$ cat src/hw/rtl/lir_pkg.sv
// ----------------------------------------------------------------------------
// lir_pkg
// Shared constants, types and codes for the linear interpolation resampler.
// ----------------------------------------------------------------------------
package lir_pkg;

    localparam int MAX_CHANNELS = 4;
    localparam int SAMPLE_BITS  = 24;
    localparam int FRAC_BITS    = 24;
    localparam int POS_BITS     = FRAC_BITS + 5;
    localparam int CHCNT_BITS   = 3;
    localparam int MAX_RESULTS  = 16;
    localparam int RES_CNT_BITS = $clog2(MAX_RESULTS + 1);
    localparam int CFG_IDX_BITS = 4;
    localparam int DIFF_BITS    = SAMPLE_BITS + 1;
    localparam int PROD_BITS    = DIFF_BITS + FRAC_BITS + 1;

    localparam logic [POS_BITS-1:0]  POS_ONE    = POS_BITS'(64'd1 << FRAC_BITS);
    localparam logic [PROD_BITS-1:0] ROUND_HALF = PROD_BITS'(64'd1 << (FRAC_BITS - 1));

    typedef logic [CFG_IDX_BITS-1:0] cfg_idx_t;

    localparam cfg_idx_t REG_STEP_RATIO    = cfg_idx_t'(0);
    localparam cfg_idx_t REG_CHANNEL_COUNT = cfg_idx_t'(1);

    typedef enum logic {
        ST_IDLE,
        ST_RUN
    } lir_state_t;

    // control word travelling alongside the lane pipeline
    typedef struct packed {
        logic valid;
        logic last;
    } lir_ctl_t;

endpackage

$ cat src/hw/rtl/lir_lane.sv
// ----------------------------------------------------------------------------
// lir_lane
// One channel of the interpolator: registered t*(cur-prev), then rounding
// to nearest (ties upward) and the add of prev.
// ----------------------------------------------------------------------------
module lir_lane
    import lir_pkg::*;
(
    input  logic                          clk,
    input  logic                          adv,
    input  logic                          en,
    input  logic signed [SAMPLE_BITS-1:0] prev,
    input  logic signed [SAMPLE_BITS-1:0] cur,
    input  logic        [FRAC_BITS-1:0]   frac,
    output logic signed [SAMPLE_BITS-1:0] result
);

    logic signed [DIFF_BITS-1:0]   diff;
    logic signed [PROD_BITS-1:0]   prod_next;
    logic signed [PROD_BITS-1:0]   prod_reg;
    logic signed [SAMPLE_BITS-1:0] prev_reg;
    logic                          en_reg;
    logic signed [PROD_BITS-1:0]   rounded;
    logic signed [DIFF_BITS-1:0]   delta;
    logic signed [DIFF_BITS-1:0]   sum;

    assign diff      = DIFF_BITS'(cur) - DIFF_BITS'(prev);
    assign prod_next = PROD_BITS'(diff) * PROD_BITS'($signed({1'b0, frac}));

    always_ff @(posedge clk)
    begin
        if (adv)
        begin
            prod_reg <= prod_next;
            prev_reg <= prev;
            en_reg   <= en;
        end
    end

    assign rounded = prod_reg + $signed(ROUND_HALF);
    assign delta   = DIFF_BITS'(rounded >>> FRAC_BITS);
    // result always lies between prev and cur, so the top bit drops safely
    assign sum     = DIFF_BITS'(prev_reg) + delta;
    assign result  = en_reg ? sum[SAMPLE_BITS-1:0] : '0;

endmodule

$ cat config.mk
export PLATFORM = sky130hd
export DESIGN_NAME = lir_lane
export DESIGN_NICKNAME = d
export VERILOG_FILES = /design/src/hw/rtl/lir_pkg.sv /design/src/hw/rtl/lir_lane.sv
export SDC_FILE = /design/constraint.sdc
export NUM_CORES = 2
export LEC_CHECK = 0
export ABC_AREA = 1
export BUFFER_PORTS_ARGS = -buffer_cell sky130_fd_sc_hd__buf_4
export CAP_MARGIN = 5
export CORE_UTILIZATION = 35
export DETAILED_ROUTE_END_ITERATION = 16
export RECOVER_POWER = 25
export SLEW_MARGIN = 10
export SYNTH_ARGS = -nofsm -noshare
export SYNTH_HDL_FRONTEND = slang
export SYNTH_SLANG_ARGS = --single-unit
$ cat constraint.sdc
create_clock -name clk -period 8.6 [get_ports clk]
set_input_delay 0.86 -clock clk [delete_from_list [all_inputs] [get_ports clk]]
set_output_delay 0.86 -clock clk [all_outputs]
set_load 0.02 [all_outputs]
==> results_dict.tcl <==
set metrics [dict create \
    outcome "finished, violations left" \
    violations "capacitance limit, slew limit" \
    placed_area_mm2 0.0313 \
    crit_arrival_ns 8.50 \
    initial_core_util_pct 35.5 \
    antenna_found_initial 4 \
    port_buffers 98 \
    largest_reg_flops 25 \
    cts.htree.levels 2 \
    worstMarginPinSlew_ns 2.91 \
    final_area_mm2 0.0316 \
    min-delay-path-class "primary input to flop" \
    synth_edf_count 50 \
    synth_compound_area_share_pct 4.97 \
    synthArstFlopShare_pct 0 \
    synthTopCellsByArea "fa_1 (45%), inv_1 (12%), ha_1 (8.5%)" \
    postRouteAntennaNets 0 \
    rows 101 \
    routed_wl_um 92300 \
    yosysTopAreaCellShare_pct 45.2 \
    clock-root-buffer "clkbuf_16" \
    synth-adder-area-share_pct 53.7 \
    synth-warning-count 0 \
    die-height_um 280 \
    drive_gt1_share_pct 13.9 \
    period_share_pct 97.3 \
    slew_headroom_pct -93.9 \
    crit_top_cell "fa_1" \
    ctsHoldBuffers 0 \
    synth_simple_gate_area_share_pct 19.4 \
    layout.nets 4603 \
    endpoint_kind "flop" \
    hold_violations 0 \
    track_usage_pct 24.0 \
    dieArea_mm2 0.0785 \
    cap_violations 1 \
    dr.pass1.iters 5 \
    numCtsBuffers 5 \
    cts_tree "built" \
    timing_worst_setup_path_type "primary input to flop" \
    grt.overflow.total 0 \
    ios 99 \
    routed_via_density 4.92 \
    slowest_stage "fa_1" \
    synth_area_mm2 0.0271 \
    synth_top_family_by_area "adder cells" \
    grt_pass1_vias 24100 \
    avgSynthCellArea_um2 7.96 \
    cts.path.max_buffers 2 \
    core-area_mm2 0.0763 \
    cp_num_buf_inv 13 \
    max_stage_delay_ns 0.56 \
    dr_total_vias 23400 \
    place.gp.congestion 1.01 \
    yosys.area.top_type "fa_1" \
    rsz0062_at_grt "true" \
    worstSetupPathDepth 37 \
    synth_cells 3406 \
    fin_crit_ns 8.37 \
    synth_mux_area_share_pct 0 \
    synth_seq_area_share_pct 5.54 \
    die_w_um 280 \
    synth-main-ff-cell "edfxtp_1" \
    yosysUniqueCellTypes 51 \
    start_kind "primary input" \
    diodes 0 \
    syn_to_final_growth_pct 16.8 \
    max_freq_mhz 120 \
    drc_errors 0 \
    path_max_fanout 6 \
    clk_pin_slew_worst_paths_ns 0.07 \
    drt-wirelength-per-cell_um 19.4 \
    synth_nets 4276 \
    setup_violations 0 \
    drt_iter0_markers 1867 \
    critPathTopFamily "adder cells" \
    whs_path_depth 1 \
    slew_viol_final 51 \
    ys_seq_elements 50 \
    grt_max_degree 51 \
    synth_xor_area_share_pct 2.58 \
    cp.required_ns 8.73 \
    clock-sinks 50 \
    dp.final_hpwl_um 81200 \
    grt_pass1_wl_um 141000 \
]
-- metal layers --
metal | vias up | routed length [µm] | GRT usage [%]
met5 | - | 37 | 0
met4 | 6 | 4580 | 10.3
met1 | 11600 | 37400 | 31.3
li1 | 10700 | - | -
met3 | 187 | 7330 | 3.96
met2 | 916 | 42900 | 39.2
-- cell type report --
type                    count  area, µm²
fillers                  7904      44700
multi-input cells        2373      22100
clock inverters             3       20.0
flip-flops and latches     50       1500
repair buffers            412       3260
inverters                 891       3350
well taps                1030       1290
clock buffers               5        125
-- per-stage QoR --
stage               hold WS (ns)  util (%)  instances  setup TNS [ns]  worst slack [ns]
global placement            1.04      41.0       4756           -2.01            -0.249
CTS                        0.726      41.1       4764               0            0.0618
floorplan                  0.959         -       3406               0             0.435
finish                     0.759      41.5       4764               0             0.232
detailed placement          1.04      41.0       4756           -1.64            -0.231
global route               0.749      41.5       4764         -0.0640           -0.0325
-- what timing repair did --
action / 4_1_cts / 5_1_grt
buffers inserted: 0 / 0
gates resized for setup: 0 / 92
setup endpoints to repair: 0 / 24
-- final timing paths --
kind	start	slack [ns]	end
min	en	0.76	en_reg
max	cur[0]	0.23	prod_reg[43]
-- placed cells by master, fill, tap and decap left out, types with 16 or more instances in the layout --
master and n:
ha_1 181, buf_4 372, o21bai_1 16, nand3_1 204, nor2_1 458, nor2_2 22, xor2_1 45, edfxtp_1 50
xnor2_1 21, inv_1 872, o21ai_0 60, nand2_1 483, nand4_1 24, a21oi_1 106, fa_1 607
-- kinds of logic after synthesis --
kind of cell / after synthesis
flip-flops: 50
adder cells (fa/ha/maj): 795
AO/OA/AOI/OAI: 243
XOR/XNOR: 73
AND/OR/NAND/NOR: 1262
buffers and inverters: 983
-- cell usage after synthesis (11+ instances only) --
library cell / number
edfxtp_1: 50
inv_1: 879
fa_1: 612
a31oi_1: 12
buf_2: 13
ha_1: 183
clkbuf_1: 66
a21oi_1: 118
nand2_1: 489
nor2_1: 480
nor3_1: 21
o21bai_1: 18
o21ai_0: 70
nand4_1: 24
xor2_1: 45
nand3_1: 205
xnor2_1: 23
nor2_4: 11
Power is not shown: default switching activity piles up to over one toggle a cycle in this logic, so the estimate is an artifact.
