## config.mk

```make
export PLATFORM = sky130hd
export DESIGN_NAME = lir_merge
export DESIGN_NICKNAME = d
export VERILOG_FILES = /design/src/hw/rtl/lir_pkg.sv /design/src/hw/rtl/lir_merge.sv
export SDC_FILE = /design/constraint.sdc
export NUM_CORES = 1
export LEC_CHECK = 0
export BUFFER_PORTS_ARGS = -buffer_cell sky130_fd_sc_hd__buf_2
export CORE_ASPECT_RATIO = 1.1
export CORE_MARGIN = 2
export CORE_UTILIZATION = 44
export CTS_CLUSTER_SIZE = 30
export DETAILED_ROUTE_END_ITERATION = 8
export PLACE_DENSITY = 0.84
export SYNTH_ARGS = -nofsm -noshare
export SYNTH_HDL_FRONTEND = slang
export SYNTH_SLANG_ARGS = --single-unit
```

## constraint.sdc

```tcl
create_clock -name clk -period 9.75 [get_ports clk]
set_input_delay 2.4375 -clock clk [delete_from_list [all_inputs] [get_ports clk]]
set_output_delay 2.4375 -clock clk [all_outputs]
set_load 0.005 [all_outputs]
```

## src/hw/rtl/lir_pkg.sv

```systemverilog
// ----------------------------------------------------------------------------
// lir_pkg
// Shared constants, types and codes for the linear interpolation resampler.
// ----------------------------------------------------------------------------
package lir_pkg;

    localparam int MAX_CHANNELS = 4;
    localparam int SAMPLE_BITS  = 24;
    localparam int FRAC_BITS    = 24;
    localparam int POS_BITS     = FRAC_BITS + 5;
    localparam int CHCNT_BITS   = 3;
    localparam int MAX_RESULTS  = 16;
    localparam int RES_CNT_BITS = $clog2(MAX_RESULTS + 1);
    localparam int CFG_IDX_BITS = 4;
    localparam int DIFF_BITS    = SAMPLE_BITS + 1;
    localparam int PROD_BITS    = DIFF_BITS + FRAC_BITS + 1;

    localparam logic [POS_BITS-1:0]  POS_ONE    = POS_BITS'(64'd1 << FRAC_BITS);
    localparam logic [PROD_BITS-1:0] ROUND_HALF = PROD_BITS'(64'd1 << (FRAC_BITS - 1));

    typedef logic [CFG_IDX_BITS-1:0] cfg_idx_t;

    localparam cfg_idx_t REG_STEP_RATIO    = cfg_idx_t'(0);
    localparam cfg_idx_t REG_CHANNEL_COUNT = cfg_idx_t'(1);

    typedef enum logic {
        ST_IDLE,
        ST_RUN
    } lir_state_t;

    // control word travelling alongside the lane pipeline
    typedef struct packed {
        logic valid;
        logic last;
    } lir_ctl_t;

endpackage

```

## src/hw/rtl/lir_merge.sv

```systemverilog
// ----------------------------------------------------------------------------
// lir_merge
// Gathers the lane results into one output frame register and handles the
// output handshake; tells the pipeline when it may advance.
// ----------------------------------------------------------------------------
module lir_merge
    import lir_pkg::*;
(
    input  logic                          clk,
    input  logic                          rst_n,
    input  lir_ctl_t                      ctl,
    input  logic signed [SAMPLE_BITS-1:0] lane_res [MAX_CHANNELS],
    input  logic                          out_stall,
    output logic                          adv,
    output logic                          out_valid,
    output logic                          out_last,
    output logic signed [SAMPLE_BITS-1:0] out_smp [MAX_CHANNELS]
);

    logic                          valid_reg;
    logic                          last_reg;
    logic signed [SAMPLE_BITS-1:0] smp_reg [MAX_CHANNELS];

    assign adv = !(valid_reg && out_stall);

    always_ff @(posedge clk or negedge rst_n)
    begin
        if (!rst_n)
        begin
            valid_reg <= 1'b0;
        end
        else if (adv)
        begin
            valid_reg <= ctl.valid;
        end
    end

    always_ff @(posedge clk)
    begin
        if (adv && ctl.valid)
        begin
            last_reg <= ctl.last;
            for (int c = 0; c < MAX_CHANNELS; c++)
            begin
                smp_reg[c] <= lane_res[c];
            end
        end
    end

    assign out_valid = valid_reg;
    assign out_last  = last_reg;
    assign out_smp   = smp_reg;

endmodule

```

==> impl_metrics.csv, run 1 <==
group,metric,value,unit
synthesis,synth_top_family_by_area,"compound AO/OA/AOI/OAI gates",
global_route,grt_pass1_vias,1927,
floorplanning,die_y,90.0,µm
synthesis,synth-edff-count,97,
drt,route.vias.total,1776,
timing,fin_crit_sh,0.534,
setup_path,path_common_cell,"buf_2",
setup_path,rr_startpoint,"out_valid",
pwr,p_sw_frac,0.190,
synthesis,yosysMostFrequentCell,"edfxtp_1",
timing,setup_viol,0,
timing,layout_setup_ws,4540,ps
cts,path_clk_slew,90,ps
synthesis,synth.avg_cell_area,29.3,µm²
final_layout,drive_above_1_share,0.681,
synthesis,synth_compound_area_frac,0.00634,
timing,hold_viol_final,0,
cts,post_cts_buffers,0,
cts,cts_buffers,9,
drt,drc_errors,0,
pwr,power.density,194,mW/mm²
synthesis,synth_common_cells,"edfxtp_1 (97), a21boi_2 (1), a21o_1 (1), dfrtp_1 (1), nand2_1 (1)",
drt,vias_per_cell,4.41,
setup_path,path_cells,"buf_2, nand2_1, buf_2",
global_route,grtUsageMet3,0.102,
setup_path,cp.arrival,2770,ps
cts,clk_latency,340,ps
drt,ant_nets,0,
job,maxCapViolCount,0,
pwr,p_switching,0.000159,W
synthesis,synth-main-ff-cell,"edfxtp_1",
synthesis,async_flop_share,0.0102,
drt,drtPass1Iterations,4,
setup_path,crit_type,"primary input to output pin",
placement,portBuffers,199,
global_route,grt.busiest_layer,"met2",
synthesis,synth_top_area_share,0.984,
run_status,outcome,"finished clean",
floorplanning,floorplan.die.width,82.2,µm
synthesis,yosys.area_share.simple,0.00127,
floorplanning,rows,31,
final_layout,syn_to_final_growth,45.7,%
floorplanning,core-area,0.00656,mm²
setup_path,crit_path_max_fanout,3,
min_path,hold_start,"out_valid",
synthesis,synth_area_leaders,"edfxtp_1 (98%), dfrtp_1 (0.85%), a21boi_2 (0.38%)",
setup_path,crit_path_end_kind,"output pin",
setup_path,ff2ff_path_depth,2,
synthesis,synth_top_area_cell,"edfxtp_1",
setup_path,required,7310,ps
floorplanning,pin_count,200,
synthesis,yosysWarningCount,0,
timing,tightest_slew,1180,ps
synthesis,synthXorXnorAreaFrac,0,
drt,wirelength,6.36,mm
cts,cts_root_buf,"clkbuf_8",
synthesis,ys_ff_latch,98,
final_layout,nNetsFinal,413,
timing,slew_violations,0,
cts,htreeDepth,3,
setup_path,cpMaxStageDelayCell,"buf_2",
pwr,combinationalPowerShare,0.066,
global_route,overflow,0,
global_route,grt_use_met2,0.304,
cts,cts_tree,"yes",
cts,holdBufCountCts,0,
timing,rsz0062_at_grt,"false",
pwr,peakVddDrop,0.153,mV
synthesis,synth-adder-area-share,0,
synthesis,synth_cell_type_count,5,
pwr,cellLeakagePower,1.85,nW
drt,drtIter0Drc,73,
placement,dp_hpwl,4.88,mm
drt,wl_per_cell,15.8,µm
timing,fmax,192,MHz
timing,skew,7.47,ps
synthesis,synth_mux_area_frac,0,
setup_path,cpPeakStageDelay,130,ps
timing,fin_tns_setup,0,ps
cts,clk_path_buf_depth,2,
min_path,hold_end,"out_valid",
min_path,holdPathStages,1,
pwr,p_clk_frac,0.341,
global_route,grt_antenna_before_repair,5,
synthesis,synth_seq_area_share,0.992,
synthesis,syn-cell-area,0.00296,mm²
setup_path,rr_endpoint,"out_smp[74]",
floorplanning,start_util,0.452,
placement,place_ws,4530,ps
synthesis,synth_nets,202,
cts,post_cts_resized,0,
placement,finalWeightedCongestion,0.746,
timing,period_minus_slack,5210,ps
final_layout,fill_cells,474,
timing,slew_headroom,0.216,
cts,clkSinkCount,98,
global_route,grt_max_degree,98,
synthesis,syn_inst,101,
global_route,grt_pass1_wl,9.18,mm
floorplanning,fp.dieArea,0.00740,mm²
pwr,p_int,0.000678,W
pwr,pwr-share-seq,0.593,
setup_path,startpoint_type,"primary input",
global_route,grt_usage,0.177,
global_route,use_met1,0.160,
min_path,min-delay-path-class,"register to register",
setup_path,rrSetupSlack,7830,ps
-- cell usage in the layout, fill, tap and decap left out, drive strengths merged --
master	instances
dfrtp	1
clkinvlp	2
a21boi	1
clkbuf	12
diode	4
bufinv	2
buf	200
a21o	1
nand2	1
edfxtp	97
-- state kept, by name (all words and copies together), names as in the netlist --
register,cells
out_valid,1
out_last,1
out_smp,96
-- power by group through the flow --
stage	logic, W	clock network, W	registers [W]
2_1_floorplan	0.00000792	0	0.000512
3_3_place_gp	0.0000545	0	0.000505
3_5_place_dp	0.0000566	0	0.000506
4_1_cts	0.0000567	0.000294	0.000497
5_1_grt	0.0000614	0.000306	0.000499
6_report	0.0000557	0.000285	0.000496
-- worst max path at each step --
stage,startpoint,endpoint,slack (ps),cells after the start
floorplan,out_stall,out_last,4070,1
global placement,out_stall,adv,4540,3
detailed placement,out_stall,adv,4530,3
CTS,out_stall,adv,4530,3
global route,out_stall,adv,4520,3
finish,out_stall,adv,4540,3
-- cell families (layout without fill, tap and decap cells) --
family,count (synthesis),after routing
and+or+nand+nor,1,1
AOI/OAI and AO/OA,2,2
DFF,98,98
buffers and inverters,0,216
other,0,4
-- stage by stage --
step | utilization | std cells | total power (W) | hold WS, ps | area (µm²)
after floorplan | - | 101 | 0.000519 | 539 | 2960
after detailed placement | 0.621 | 383 | 0.000563 | 575 | 4070
final | 0.658 | 403 | 0.000837 | 592 | 4310
after global routing | 0.657 | 399 | 0.000866 | 620 | 4300
after CTS | 0.657 | 399 | 0.000847 | 597 | 4300
after global placement | 0.621 | 383 | 0.000560 | 566 | 4070
-- cell type report --
cell class,instances,area (µm²),area share
clock inverters,4,75.1,0.0174
clock buffers,12,155,0.0360
multi-input cells,3,30.0,0.00696
repair buffers,200,1000,0.233
flip-flops and latches,98,2940,0.681
diodes,4,10.0,0.00232
well taps,82,103,0.0238
-- worst max-delay path: cells and delay by family --
family,cells,cell delay [ps]
simple gates,1,80
buf+inv,2,250
-- metal layers --
metal | share of wire | vias to the layer above | routed length, µm
met5 | 0.0019 | - | 12
met4 | 0.025 | 2 | 156
met3 | 0.14 | 17 | 861
met2 | 0.55 | 109 | 3480
met1 | 0.29 | 813 | 1850
li1 | - | 835 | -
No activity file was read; power rests on OpenSTA's default activity.
==> run 2, diff against run 1 <==
--- a/config.mk
+++ b/config.mk
@@ -5,13 +5,14 @@
 export SDC_FILE = /design/constraint.sdc
 export NUM_CORES = 1
 export LEC_CHECK = 0
+export ABC_AREA = 1
 export BUFFER_PORTS_ARGS = -buffer_cell sky130_fd_sc_hd__buf_2
 export CORE_ASPECT_RATIO = 1.1
 export CORE_MARGIN = 2
-export CORE_UTILIZATION = 44
+export CORE_UTILIZATION = 41
 export CTS_CLUSTER_SIZE = 30
 export DETAILED_ROUTE_END_ITERATION = 8
-export PLACE_DENSITY = 0.84
+export PLACE_DENSITY = 0.79
 export SYNTH_ARGS = -nofsm -noshare
 export SYNTH_HDL_FRONTEND = slang
 export SYNTH_SLANG_ARGS = --single-unit
==> constraint.sdc (replaced) <==
create_clock -name clk -period 5 [get_ports clk]
set_input_delay 1.25 -clock clk [delete_from_list [all_inputs] [get_ports clk]]
set_output_delay 1.25 -clock clk [all_outputs]
set_load 0.005 [all_outputs]
==> impl_metrics.csv, run 2 <==
group,metric,value,unit
timing,rsz0062_at_grt,"false",
floorplanning,pin_count,200,
timing,fin_crit_sh,0.563,
drt,drtPass1Iterations,4,
pwr,p_total,0.00157,W
floorplanning,floorplan.die.width,84.9,µm
final_layout,antenna_cells,0,
synthesis,synth_compound_area_frac,0.00169,
cts,cts_root_buf,"clkbuf_8",
pwr,p_clk_frac,0.313,
synthesis,yosysMostFrequentCell,"edfxtp_1",
final_layout,drive_above_1_share,0.676,
cts,clk_path_buf_depth,2,
pwr,cellLeakagePower,1.83,nW
synthesis,synth_top_area_cell,"edfxtp_1",
pwr,power.density,367,mW/mm²
timing,timing.hold.ws,598,ps
synthesis,synth_seq_area_share,0.994,
timing,slew_violations,0,
drt,ant_nets,0,
final_layout,fin_cells,403,
global_route,grt_max_degree,98,
cts,holdBufCountCts,0,
floorplanning,rows,32,
synthesis,synth.avg_cell_area,29.0,µm²
synthesis,synth-edff-count,97,
timing,fin_tns_setup,0,ps
pwr,p_int,0.00124,W
synthesis,yosysWarningCount,0,
global_route,grt_usage,0.151,
synthesis,yosys.area_share.simple,0.00254,
cts,clkSinkCount,98,
final_layout,nNetsFinal,414,
pwr,peakVddDrop,0.200,mV
cts,post_cts_resized,0,
drt,wirelength,6.13,mm
global_route,grt_pass1_vias,1733,
synthesis,syn_inst,102,
synthesis,synth_nets,203,
floorplanning,die_y,93.0,µm
drt,drc_errors,0,
placement,finalWeightedCongestion,0.683,
placement,place_area,0.00408,mm²
pwr,combinationalPowerShare,0.069,
synthesis,synth_top_family_by_area,"simple AND/OR/NAND/NOR gates",
setup_path,cp.arrival,1570,ps
drt,wl_per_cell,15.2,µm
setup_path,required,3750,ps
setup_path,crit_path_end_kind,"output pin",
synthesis,syn-cell-area,0.00295,mm²
pwr,pwr-share-seq,0.618,
final_layout,final_cell_mix,"buf_2 (199), edfxtp_1 (97), clkbuf_8 (9)",
timing,hold_viol_final,0,
synthesis,synth_common_cells,"edfxtp_1 (97), nand2_1 (2), a21oi_1 (1), dfrtp_1 (1), inv_1 (1)",
final_layout,syn_to_final_growth,44.6,%
setup_path,startpoint_type,"primary input",
global_route,grt_antenna_before_repair,0,
placement,dp.cells,387,
pwr,p_switching,0.000322,W
timing,period_minus_slack,2820,ps
global_route,grt_pass1_wl,8.69,mm
floorplanning,core-area,0.00701,mm²
setup_path,crit_type,"primary input to output pin",
cts,cts_buffers,9,
setup_path,crit_path_max_fanout,2,
placement,portBuffers,199,
global_route,overflow,0,
cts,path_clk_slew,80,ps
min_path,min-delay-path-class,"register to register",
synthesis,synth_cell_type_count,5,
final_layout,layout_commonest_cell,"buf_2",
floorplanning,fp.dieArea,0.00790,mm²
synthesis,synth_area_leaders,"edfxtp_1 (99%), dfrtp_1 (0.85%), nand2_1 (0.25%)",
synthesis,async_flop_share,0.0102,
cts,cts_tree,"yes",
timing,fmax,355,MHz
synthesis,synth_top_area_share,0.986,
synthesis,synth_mux_area_frac,0,
final_layout,largest_register_ffs,96,
synthesis,synth-main-ff-cell,"edfxtp_1",
synthesis,synth-adder-area-share,0,
run_status,outcome,"finished clean",
final_layout,finalInstanceArea,0.00427,mm²
timing,tightest_slew,1180,ps
timing,slew_headroom,0.211,
drt,drtIter0Drc,69,
floorplanning,start_util,0.422,
cts,post_cts_buffers,0,
placement,dp_hpwl,4.55,mm
synthesis,synthXorXnorAreaFrac,0,
cts,clk_latency,350,ps
job,maxCapViolCount,0,
pwr,p_sw_frac,0.206,
cts,htreeDepth,3,
drt,vias_per_cell,4.41,
timing,setup_viol,0,
drt,route.vias.total,1778,
synthesis,ys_ff_latch,98,
timing,skew,10.1,ps
==> run 2: final timing paths <==
| path | start | endpoint | slack [ps] | cells past startpoint |
|---|---|---|---|---|
| min in group asynchronous | rst_n | out_valid | 660 | 1 |
| max in group asynchronous | rst_n | out_valid | 4250 | 1 |
| max | out_stall | adv | 2180 | 3 |
| min reg2reg | out_valid | out_valid | 600 | 2 |
| min | out_valid | out_valid | 600 | 2 |
| max reg2reg | out_valid | out_smp[87] | 3090 | 2 |
==> run 2: critical path, cell delays in order <==
cell,delay [ps]
buf_2,110
nand2_1,70
buf_2,140
==> run 2: through the flow <==
step                 util  setup WS, ps
floorplan               -           495
global placement    0.582          2190
detailed placement  0.582          2160
CTS                 0.609          2190
global route        0.609          2170
finish              0.609          2180
==> run 2: final cells by class <==
| cell class | instances | area (µm²) |
|---|---|---|
| multi-input cells | 3 | 23.8 |
| clock buffers | 10 | 128 |
| well taps | 85 | 106 |
| fillers | 535 | 2740 |
| flip-flops and latches | 98 | 2940 |
| inverters | 1 | 3.75 |
| repair buffers | 200 | 1000 |
| clock inverters | 6 | 67.6 |
==> run 2: power by group through the flow <==
stage               clock (W)  sequential, W  combinational (W)
finish               0.000490       0.000968           0.000109
global route         0.000543       0.000973           0.000119
CTS                  0.000506       0.000969           0.000110
detailed placement          0       0.000987           0.000111
global placement            0       0.000985           0.000107
floorplan                   0       0.000997          0.0000154
==> run 2: cell families after synthesis <==
family                 after synthesis
buffers and inverters                1
AOI/OAI and AO/OA                    1
DFF                                 98
and+or+nand+nor                      2
==> run 2: routing by layer <==
layer / vias to the layer above / track usage / share of wire
met4: 0 / 0.0675 / 0.017
met5: - / 0 / 0
met1: 824 / 0.177 / 0.37
met3: 9 / 0.0627 / 0.11
met2: 114 / 0.246 / 0.51
li1: 831 / - / -
==> run 3, diff against run 2 <==
--- a/config.mk
+++ b/config.mk
@@ -5,14 +5,14 @@
 export SDC_FILE = /design/constraint.sdc
 export NUM_CORES = 1
 export LEC_CHECK = 0
-export ABC_AREA = 1
+export ABC_AREA = 0
 export BUFFER_PORTS_ARGS = -buffer_cell sky130_fd_sc_hd__buf_2
 export CORE_ASPECT_RATIO = 1.1
 export CORE_MARGIN = 2
-export CORE_UTILIZATION = 41
+export CORE_UTILIZATION = 37
 export CTS_CLUSTER_SIZE = 30
 export DETAILED_ROUTE_END_ITERATION = 8
-export PLACE_DENSITY = 0.79
+export PLACE_DENSITY = 0.75
 export SYNTH_ARGS = -nofsm -noshare
 export SYNTH_HDL_FRONTEND = slang
 export SYNTH_SLANG_ARGS = --single-unit
==> constraint.sdc (replaced) <==
create_clock -name clk -period 2.3 [get_ports clk]
set_input_delay 0.575 -clock clk [delete_from_list [all_inputs] [get_ports clk]]
set_output_delay 0.575 -clock clk [all_outputs]
set_load 0.005 [all_outputs]
==> impl_metrics.csv, run 3 (synthesis results as in run 1) <==
group,metric,value,unit
timing,skew,14.6,ps
global_route,overflow,0,
setup_path,required,1730,ps
placement,finalWeightedCongestion,0.684,
final_layout,layout_commonest_cell,"buf_2",
placement,portBuffers,199,
drt,wl_per_cell,14.9,µm
setup_path,cp_num_cells,2,
floorplanning,fp.dieArea,0.00873,mm²
setup_path,crit_buf_inv,1,
pwr,p_total,0.00330,W
job,maxCapViolCount,0,
cts,cts_buffers,9,
setup_path,crit_path_start,"out_valid",
setup_path,rr_endpoint,"out_smp[31]",
timing,period_minus_slack,1560,ps
cts,clk_latency,350,ps
global_route,grt_max_degree,50,
cts,post_cts_buffers,0,
floorplanning,rows,34,
setup_path,cpMaxStageDelayCell,"dfrtp_1",
drt,drtPass1Iterations,4,
drt,vias_per_cell,4.17,
timing,slew_headroom,0.827,
final_layout,syn_to_final_growth,45.9,%
timing,fmax,640,MHz
timing,timing.hold.ws,392,ps
final_layout,drive_above_1_share,0.677,
timing,slew_violations,0,
setup_path,path_cells,"nand2_1, buf_2",
cts,cts_tree,"yes",
setup_path,crit_path_end_kind,"output pin",
setup_path,crit_type,"register to output pin",
timing,hold_viol_final,0,
drt,wirelength,6.35,mm
setup_path,rr_startpoint,"out_valid",
timing,setup_viol,0,
drt,ant_nets,0,
setup_path,crit_path_max_fanout,4,
timing,fin_crit_sh,0.679,
cts,clk_path_buf_depth,2,
final_layout,post-route-util,0.552,
placement,place_area,0.00414,mm²
timing,rsz0062_at_grt,"false",
setup_path,cpPeakStageDelay,440,ps
run_status,outcome,"finished clean",
global_route,grt_antenna_before_repair,0,
final_layout,antenna_cells,0,
floorplanning,die_y,97.8,µm
setup_path,startpoint_type,"register",
timing,fin_tns_setup,0,ps
global_route,grt_pass1_wl,9.02,mm
floorplanning,start_util,0.378,
floorplanning,core-area,0.00783,mm²
setup_path,rrSetupSlack,1010,ps
cts,clkSinkCount,98,
final_layout,finalInstanceArea,0.00432,mm²
setup_path,cp.arrival,990,ps
floorplanning,floorplan.die.width,89.3,µm
drt,route.vias.total,1781,
final_layout,final_cell_mix,"buf_2 (199), edfxtp_1 (97), clkbuf_8 (9)",
setup_path,crit_family,"flip-flops",
cts,htreeDepth,3,
drt,drc_errors,0,
cts,path_clk_slew,100,ps
pwr,cellLeakagePower,1.84,nW
pwr,peakVddDrop,0.383,mV
global_route,grt_usage,0.145,
cts,holdBufCountCts,1,
final_layout,nNetsFinal,415,
cts,cts_root_buf,"clkbuf_8",
final_layout,largest_register_ffs,96,
min_path,min-delay-path-class,"primary input to register",
setup_path,ff2ff_path_depth,2,
global_route,grt_pass1_vias,1796,
min_path,holdPathStages,1,
floorplanning,pin_count,200,
setup_path,crit_end,"adv",
cts,post_cts_resized,0,
pwr,power.density,765,mW/mm²
drt,drtIter0Drc,75,
timing,tightest_slew,259,ps
run 3: metal layers:
layer | GRT usage | vias to the layer above | part of all wire | wire (µm)
li1 | - | 834 | - | -
met3 | 0.0626 | 12 | 0.092 | 585
met2 | 0.226 | 115 | 0.49 | 3130
met5 | 0 | - | 0 | 0
met1 | 0.176 | 820 | 0.39 | 2500
met4 | 0.0597 | 0 | 0.021 | 131
run 3: final cells by class:
| cell class | count | area [µm²] |
|---|---|---|
| fill | 668 | 3510 |
| timing repair buffer | 202 | 1050 |
| clock inverter | 6 | 41.3 |
| multi-input combinational | 3 | 30.0 |
| sequential | 98 | 2940 |
| clock buffer | 10 | 128 |
| tap | 108 | 135 |
run 3: worst min-delay path by stage:
| stage | from | endpoint | slack, ps |
|---|---|---|---|
| final | lane_res[50] | out_smp[50] | 390 |
| after global placement | rst_n | out_valid | 350 |
| after floorplan | rst_n | out_valid | 280 |
| after global routing | lane_res[62] | out_smp[62] | 360 |
| after detailed placement | rst_n | out_valid | 350 |
| after CTS | lane_res[58] | out_smp[58] | 370 |
run 3: power by group:
part | leakage (nW) | switching (W) | internal [W]
sequential | 0.935 | 0.0000232 | 0.00208
clock | 0.0803 | 0.000558 | 0.000394
combinational | 0.821 | 0.000119 | 0.000130
run 3: stage by stage:
stage | std cells | worst slack (ps)
global route | 427 | 665
detailed placement | 410 | 742
floorplan | 101 | -342
CTS | 427 | 710
global placement | 410 | 770
finish | 427 | 738
run 3: worst register-to-register path, cell delays in order, from the launching register on:
cell      delay (ps)
dfrtp_1          440
a21boi_4         220
buf_12           280
